[config.mk]
export PLATFORM = sky130hd
export DESIGN_NAME = ffha_cell
export DESIGN_NICKNAME = d
export VERILOG_FILES = /design/src/rtl/ffha_pkg.sv /design/src/rtl/ffha_cell.sv
export SDC_FILE = /design/constraint.sdc
export NUM_CORES = 1
export LEC_CHECK = 0
export BUFFER_PORTS_ARGS = -buffer_cell sky130_fd_sc_hd__buf_4
export CORE_AREA = 2 2 128 130
export CTS_BUF_LIST = sky130_fd_sc_hd__clkbuf_2 sky130_fd_sc_hd__clkbuf_4 sky130_fd_sc_hd__clkbuf_8
export DETAILED_ROUTE_END_ITERATION = 12
export DIE_AREA = 0 0 130 132
export PLACE_DENSITY_LB_ADDON = 0.1
export SYNTH_ARGS = -nofsm -noshare
export SYNTH_HDL_FRONTEND = slang
export SYNTH_SLANG_ARGS = --single-unit
[constraint.sdc]
create_clock -name clk -period 3.84 [get_ports clk]
set_input_delay 0.192 -clock clk [delete_from_list [all_inputs] [get_ports clk]]
set_output_delay 0.192 -clock clk [all_outputs]
set_load 0.03 [all_outputs]
[src/rtl/ffha_pkg.sv]
// ----------------------------------------------------------------------------
// ffha_pkg: shared types and constants for the first-fit heap allocator
// Entry and carry records, cell operation codes, status and action codes.
// ----------------------------------------------------------------------------
`default_nettype none

package ffha_pkg;

	localparam int MAX_BLOCKS_D     = 64;
	localparam int HEADER_BYTES_D   = 20;
	localparam int MIN_DATA_BYTES_D = 30;

	localparam logic [20:0] LIMIT_CAP     = 21'd1048576;
	localparam logic [20:0] LIMIT_RESET   = 21'd65536;

	localparam logic [1:0] ACT_ALLOC   = 2'd0;
	localparam logic [1:0] ACT_RELEASE = 2'd1;
	localparam logic [1:0] ACT_RESET   = 2'd2;

	localparam logic [2:0] ST_OK      = 3'd0;
	localparam logic [2:0] ST_ZERO    = 3'd1;
	localparam logic [2:0] ST_NOSPACE = 3'd2;
	localparam logic [2:0] ST_FULL    = 3'd3;
	localparam logic [2:0] ST_UNKNOWN = 3'd4;
	localparam logic [2:0] ST_FREED   = 3'd5;

	typedef enum logic [2:0] {
		C_NOP, C_LATCH, C_SPLIT, C_TAKE, C_APPEND, C_MARK, C_MERGE_R, C_MERGE_L
	} cell_op_t;

	typedef struct packed {
		logic [19:0] off;
		logic [19:0] cap;
		logic        free;
	} entry_t;

	// first hit travelling down the chain, with its neighbors' free flags
	typedef struct packed {
		logic        found;
		logic [19:0] off;
		logic [19:0] cap;
		logic        free;
		logic        lfree;
		logic        rfree;
	} carry_t;

	typedef struct packed {
		cell_op_t    op;
		logic        is_alloc;
		logic [20:0] rcap;
		logic [19:0] addr;
		logic [19:0] ins_off;
		logic [19:0] ins_cap;
		logic [19:0] top_off;
	} cell_ctl_t;

endpackage

`default_nettype wire

[src/rtl/ffha_cell.sv]
// ----------------------------------------------------------------------------
// ffha_cell: one table entry of the allocator
// Holds one block record, forwards the first hit to its right neighbor and
// shifts records to or from its neighbors on insert and merge.
// ----------------------------------------------------------------------------
`default_nettype none

module ffha_cell import ffha_pkg::*; #(
	parameter int IDX = 0,
	parameter int CW  = 7,
	parameter int HDR = HEADER_BYTES_D
) (
	input  wire logic          clk,
	input  wire logic          arst_n,
	input  wire cell_ctl_t     ctl,
	input  wire logic [CW-1:0] count,
	input  wire entry_t        left_ent,
	input  wire logic          left_first,
	input  wire entry_t        right_ent,
	input  wire logic          right_first,
	input  wire carry_t        carry_in,
	output entry_t             ent,
	output logic               first,
	output carry_t             carry_out
);

	localparam logic [CW:0] IDX_W = (CW+1)'(IDX);
	localparam logic [CW:0] NXT_W = (CW+1)'(IDX + 1);

	entry_t ent_q;
	logic   first_q, after_q;
	carry_t carry_q;
	logic   in_rng, r_rng, is_tail, match;
	carry_t carry_d;

	assign in_rng  = {1'b0, count} > IDX_W;
	assign r_rng   = {1'b0, count} > NXT_W;
	assign is_tail = {1'b0, count} == IDX_W;

	always_comb begin
		if (ctl.is_alloc) begin
			match = in_rng && ent_q.free && ({1'b0, ent_q.cap} >= ctl.rcap);
		end else begin
			match = in_rng && ((21'(ent_q.off) + 21'(HDR)) == {1'b0, ctl.addr});
		end
	end

	always_comb begin
		if (carry_in.found) begin
			carry_d = carry_in;
		end else begin
			carry_d.found = match;
			carry_d.off   = ent_q.off;
			carry_d.cap   = ent_q.cap;
			carry_d.free  = ent_q.free;
			carry_d.lfree = left_ent.free;
			carry_d.rfree = r_rng && right_ent.free;
		end
	end

	always_ff @(posedge clk or negedge arst_n) begin
		if (!arst_n) begin
			carry_q <= '0;
			first_q <= 1'b0;
			after_q <= 1'b0;
		end else begin
			carry_q <= carry_d;
			if (ctl.op == C_LATCH) begin
				first_q <= match && !carry_in.found;
				after_q <= carry_in.found;
			end
		end
	end

	always_ff @(posedge clk) begin
		case (ctl.op)
			C_SPLIT: begin
				if (first_q) begin
					ent_q.cap  <= ctl.rcap[19:0];
					ent_q.free <= 1'b0;
				end else if (left_first) begin
					ent_q <= '{off: ctl.ins_off, cap: ctl.ins_cap, free: 1'b1};
				end else if (after_q) begin
					ent_q <= left_ent;
				end
			end
			C_TAKE: begin
				if (first_q) ent_q.free <= 1'b0;
			end
			C_APPEND: begin
				if (is_tail) ent_q <= '{off: ctl.top_off, cap: ctl.rcap[19:0], free: 1'b0};
			end
			C_MARK: begin
				if (first_q) ent_q.free <= 1'b1;
			end
			C_MERGE_R: begin
				if (first_q) begin
					ent_q.cap  <= ent_q.cap + 20'(HDR) + right_ent.cap;
					ent_q.free <= 1'b1;
				end else if (after_q) begin
					ent_q <= right_ent;
				end
			end
			C_MERGE_L: begin
				// absorb the released block from the right, close the gap
				if (right_first) begin
					ent_q.cap <= ent_q.cap + 20'(HDR) + right_ent.cap;
				end else if (first_q || after_q) begin
					ent_q <= right_ent;
				end
			end
			default: ;
		endcase
	end

	assign ent       = ent_q;
	assign first     = first_q;
	assign carry_out = carry_q;

endmodule

`default_nettype wire

; Yosys cells after proc, flatten, opt, wreduce, memory -nomap -nowiden
; Index checks and enable logic that the tools add are counted.
[op_classes]
add_sub_neg = 3
order_cmp = 3
n_eq_ne = 20
muxes = 18
n_reduce_logical = 13
[op_table]
columns = cell, count
row1 = 41-bit two-way mux, 5
row2 = 40-bit one-hot mux with 4 select lines, 1
row3 = 20-bit two-way mux, 4
row4 = 44-bit two-way mux, 1
row5 = 21-bit two-way mux, 2
row6 = 20-bit by 5-bit adder with 21-bit output (second input constant), 1
row7 = 21-bit by 20-bit equality test with 1-bit output, 1
row8 = 20-bit by 21-bit greater-or-equal comparator with 1-bit output, 1
row9 = 20-bit adder, 1
row10 = 20-bit by 5-bit adder with 20-bit output (second input constant), 1
row11 = 2-bit != test (second input constant), 8
row12 = 8-bit AND reduction, 2
row13 = 7-bit by 1-bit > comparator with 1-bit output (second input constant), 2
row14 = 3-bit equality test (second input constant), 4
row15 = 3-bit != test (second input constant), 3
row16 = 7-bit logical NOT, 1
row17 = 3-bit by 2-bit equality test with 1-bit output (second input constant), 2
row18 = 1-bit one-hot mux with 6 select lines, 1
row19 = 6-bit nonzero test, 1
row20 = 1-bit logical AND, 5
row21 = 5-bit AND reduction, 1
row22 = 1-bit two-way mux, 4
row23 = 4-bit != test (second input constant), 1
row24 = 4-bit nonzero test, 1
row25 = 3 further kinds, 3
[word_totals]
register_bits = 87
wordCells = 68

; Depth between registers and ports, before layout
[logic_depth]
depth_word = 5
depth_mapped = 12
depth_no_buf = 12

; Least setup slack after synthesis
; OpenSTA, ideal clock, no wires.
[synth_path]
kind = flip-flop to flip-flop
start = register ent_q (netlist bit ent[2])
end = register ent_q (netlist bit ent[18]) (data pin)
arrival_time_ns = 2.803
slack_ns = 0.771
path_stages_with_launch = 12
synth_period_minus_slack_ns = 3.069
path_cell_list = edfxtp_1 > ha_1 > ha_1 > fa_1 > a211oi_1 > o21bai_1 > a32oi_1 > a31oi_1 > o21ai_1 > nor2b_1 > xor2_1 > o21ai_1
[synth_between]
elab_chain_len = 4
elab_cells_between_ends = 5
classes_between = add/sub (2) / mux (3)
[synth_lines]
columns = element, line
row1 = "start, declared", ffha_cell.sv:30  ; entry_t ent_q;
row2 = "start signal, assigned", ffha_cell.sv:82  ; ent_q <= '{off: ctl.ins_off, cap: ctl.ins_cap, free: 1'b1};
row3 = "start signal, assigned", ffha_cell.sv:84  ; ent_q <= left_ent;
row4 = "start signal, assigned", ffha_cell.sv:91  ; if (is_tail) ent_q <= '{off: ctl.top_off, cap: ctl.rcap[19:0], free: 1'b0};
row5 = 20-bit by 5-bit adder with 20-bit output *, "ffha_cell.sv:98, ffha_cell.sv:107"
row6 = 20-bit adder *, "ffha_cell.sv:98, ffha_cell.sv:107"
row7 = 20-bit two-way mux / 21-bit two-way mux (equally long branches), "ffha_cell.sv:106, ffha_cell.sv:97"
row8 = 40-bit one-hot mux with 4 select lines *, ffha_cell.sv:76  ; case (ctl.op)
; Mark *: on every way between the ends. The rest lies on a longest branch, timed or not.
; A chain may end at the register's enable or synchronous reset.

; Worst setup path after layout
; Same ends and word-level chain as after synthesis.

==> run summary <==
Syn Nets = 967
Final period util = 83.87%
outcome = completed
deepest clock path buffer count = 2
CTS tree = yes
worst slew pin tran = 0.6970 ns
vias in the first global route = 6505
Overflow after GRT = 0
clock slew at reported path FFs = 0.09 ns
Syn Area/Cell = 9.938 um2
Final setup viols = 0
Final ANT Viol Nets = 0
via count = 6469
initial DRC count = 228
hold path endpoint = carry_out[5]
Distinct cells, synth = 57
DRC = 0
final setup TNS = 0 ns
R2R setup slack = 0.62 ns
worst-skew pair later-pin latency = 0.37 ns
CP arrival = 3.34 ns
Crit. End Element = flip-flop
clock skew = 0.01008 ns
Port Buffers = 327
Max Slew Vio Count = 0
P_sw = 1.068 mW
Synth Warn # = 0
Switching Fraction = 35.03%
first-pass GRT wire length = 34060 um
r2r startpoint = ent[2]
Power Dens Cells = 321.1 nW/um2
via/cell ratio = 5.382
Nets = 1282
register bit total from synthesis = 87
asr flop ratio synth = 52.87%
Max stage delay cell, worst path = edfxtp_1
final hold violation count = 0
Crit path required time = 3.96 ns
Slew HR = 53.53%
H-tree levels = 3
clock share of power = 22.3%
RSZ-0062 raised after global routing = no
Tightest Hold Check Type = in2reg
Pleak = 4.438 nW
# rows = 46
initial core utilization = 42.12%
area grow syn2layout = 43.46%
area of the mapped netlist = 6619 um2
Int Power = 1.981 mW
sequential share of the synthesized area = 35.99%
number of synthesized flops with an enable pin = 41
maxcap violations = 0
DIE AREA = 17160 um2
# clock sinks = 87
HPWL after DPL = 17120 um
Core Area = 15710 um2
routability congestion estimate = 0.8714
Die Wd = 130 um
DRT Pass-1 Iters = 6
RR Endpoint = ent[18]
Comb pwr share = 40.0%
Startpoint Class = flip-flop
GR Util All Layers = 25.53%
post_cts resized = 0
largest net degree at the start of global routing = 51
Min Clock Period, post-route = 3.221 ns
Tot Pwr = 3.049 mW
hold_sp = carry_in[5]
final WL = 21890 um
Hold Path Depth = 3
R2R cell count = 11
Ports = 328
ys flop type = dfrtp_1
share of layout cells above drive strength 1 = 42.90%
number of antenna diodes = 0
fmax = 310.5 MHz
WS Path Type = reg2reg
TritonCTS buffer count = 9
Filler cells = 1424
Max VDD drop = 0.1556 mV
clock root buffer master = clkbuf_8
antenna violations before repair = 0
WL/cell = 18.21 um
CP Max Fanout = 4
sequential share of power = 37.7%
Die Span Y = 132 um
Largest stage delay, worst path = 0.44 ns
Mapped Cells = 666
worst-path cell chain = ha_1 > ha_1 > fa_1 > a211oi_1 > o21bai_1 > a32oi_1 > a31oi_1 > o21ai_1 > nor2b_1 > xor2_1 > o21ai_1
[logic make-up (layout without fill, tap and decap cells)]
kind of cell / count (synthesis) / count (layout) / share of synthesized area [%]
AO/OA/AOI/OAI: 179 / 179 / 18.81
XOR/XNOR: 41 / 41 / 5.425
adder cells (fa/ha/maj): 59 / 59 / 11.27
buffers and inverters: 67 / 387 / 3.799
flip-flops: 87 / 87 / 35.99
multiplexers: 84 / 84 / 13.86
AND/OR/NAND/NOR: 149 / 149 / 10.85
[cells in the final DEF, fill, tap and decap left out, types with 21 or more instances in the layout]
cell type / n
nand2_1: 35
ha_1: 58
o21ai_0: 31
mux2_2: 60
dfrtp_1: 46
a21oi_1: 32
a22oi_1: 21
inv_1: 34
xnor2_1: 29
edfxtp_1: 41
nor2_1: 59
mux2i_1: 23
a221o_1: 24
buf_4: 335
[critical path, delay by kind of cell (launching register included)]
kind | cells | cell delay (ns)
XOR/XNOR | 1 | 0.15
flip-flops | 1 | 0.44
adder cells (fa/ha/maj) | 3 | 0.97
AO/OA/AOI/OAI | 6 | 1.23
AND/OR/NAND/NOR | 1 | 0.17
[layer usage]
metal  global-route usage, %  wire, um
met1                   30.19      8581
met2                   45.35     11090
met3                   3.977      1421
met4                   10.87       797
met5                       0         0
[cell type report]
cell class | instances | area [um2] | area share (%)
Inverter | 35 | 131.4 | 1.384
Clock buffer | 12 | 146.4 | 1.542
Timing Repair Buffer | 336 | 2525 | 26.59
Tap cell | 216 | 270.3 | 2.846
Clock inverter | 4 | 46.29 | 0.4875
Sequential cell | 87 | 2382 | 25.09
Multi-Input combinational cell | 512 | 3994 | 42.06
[power groups by stage]
stage | clock, mW | combinational [mW] | sequential [mW]
finish | 0.679 | 1.22 | 1.15
global route | 0.720 | 1.34 | 1.16
CTS | 0.695 | 1.23 | 1.15
detailed placement | 0 | 1.22 | 1.17
global placement | 0 | 1.21 | 1.17
floorplan | 0 | 0.574 | 1.32
[cell usage after synthesis (2+ instances only)]
master    number  area, um2
nor2_1        61      229.0
mux2_2        60      675.7
ha_1          58      725.7
dfrtp_1       46       1151
edfxtp_1      41       1231
nand2_1       35      131.4
inv_1         34      127.6
a21oi_1       32      160.2
o21ai_0       32      160.2
xnor2_1       29      254.0
clkbuf_1      28      105.1
a221o_1       24      240.2
mux2i_1       23      230.2
a22oi_1       21      157.7
o21ai_1       12      60.06
xor2_1        12      105.1
a21o_1        11      82.58
nor3_1        11      55.05
a221oi_1      10      87.58
a211oi_1       8      60.06
o221ai_1       8      70.07
nand3_1        6      30.03
a31oi_1        5      31.28
nand4_1        5      31.28
nor2b_1        5      31.28
and3_1         4      25.02
buf_1          4      15.01
o21bai_1       4      30.03
nand2b_1       3      18.77
nand3b_1       2      15.01
nor3b_1        2      15.01
nor4_1         2      12.51
o31ai_1        2      15.01
or2_2          2      12.51
or3_1          2      12.51
[stage by stage]
step	std cells	utilization, %	setup slack (ns)	instance area [um2]	hold slack, ns
floorplan	666	-	0.7708	6619	-0.1036
global route	1202	60.43	0.3602	9495	0.02834
CTS	1202	60.43	0.6208	9495	0.01209
finish	1202	60.43	0.6194	9495	0.03266
detailed placement	1185	59.14	0.6446	9293	0.2743
global placement	1185	59.14	0.6705	9293	0.2715
[repair_timing]
item                                   in CTS  in global routing
setup endpoints to repair                   0                  0
setup buffers                               0                  0
endpoints found under the hold margin      46                  0
hold buffers                                1                  0
[how the worst max path moves through the flow]
stage | startpoint | end
2_1_floorplan | ent[2] | ent[18]
3_3_place_gp | ent[2] | ent[18]
3_5_place_dp | ent[2] | ent[18]
4_1_cts | ent[2] | ent[18]
5_1_grt | ent[2] | ent[18]
6_report | ent[2] | ent[18]
[registers in the layout (all words and copies together), names as in the netlist]
signal / cells
after_q: 1
carry_out: 44
ent: 41
first: 1
Power figures use the tool's default switching activity.
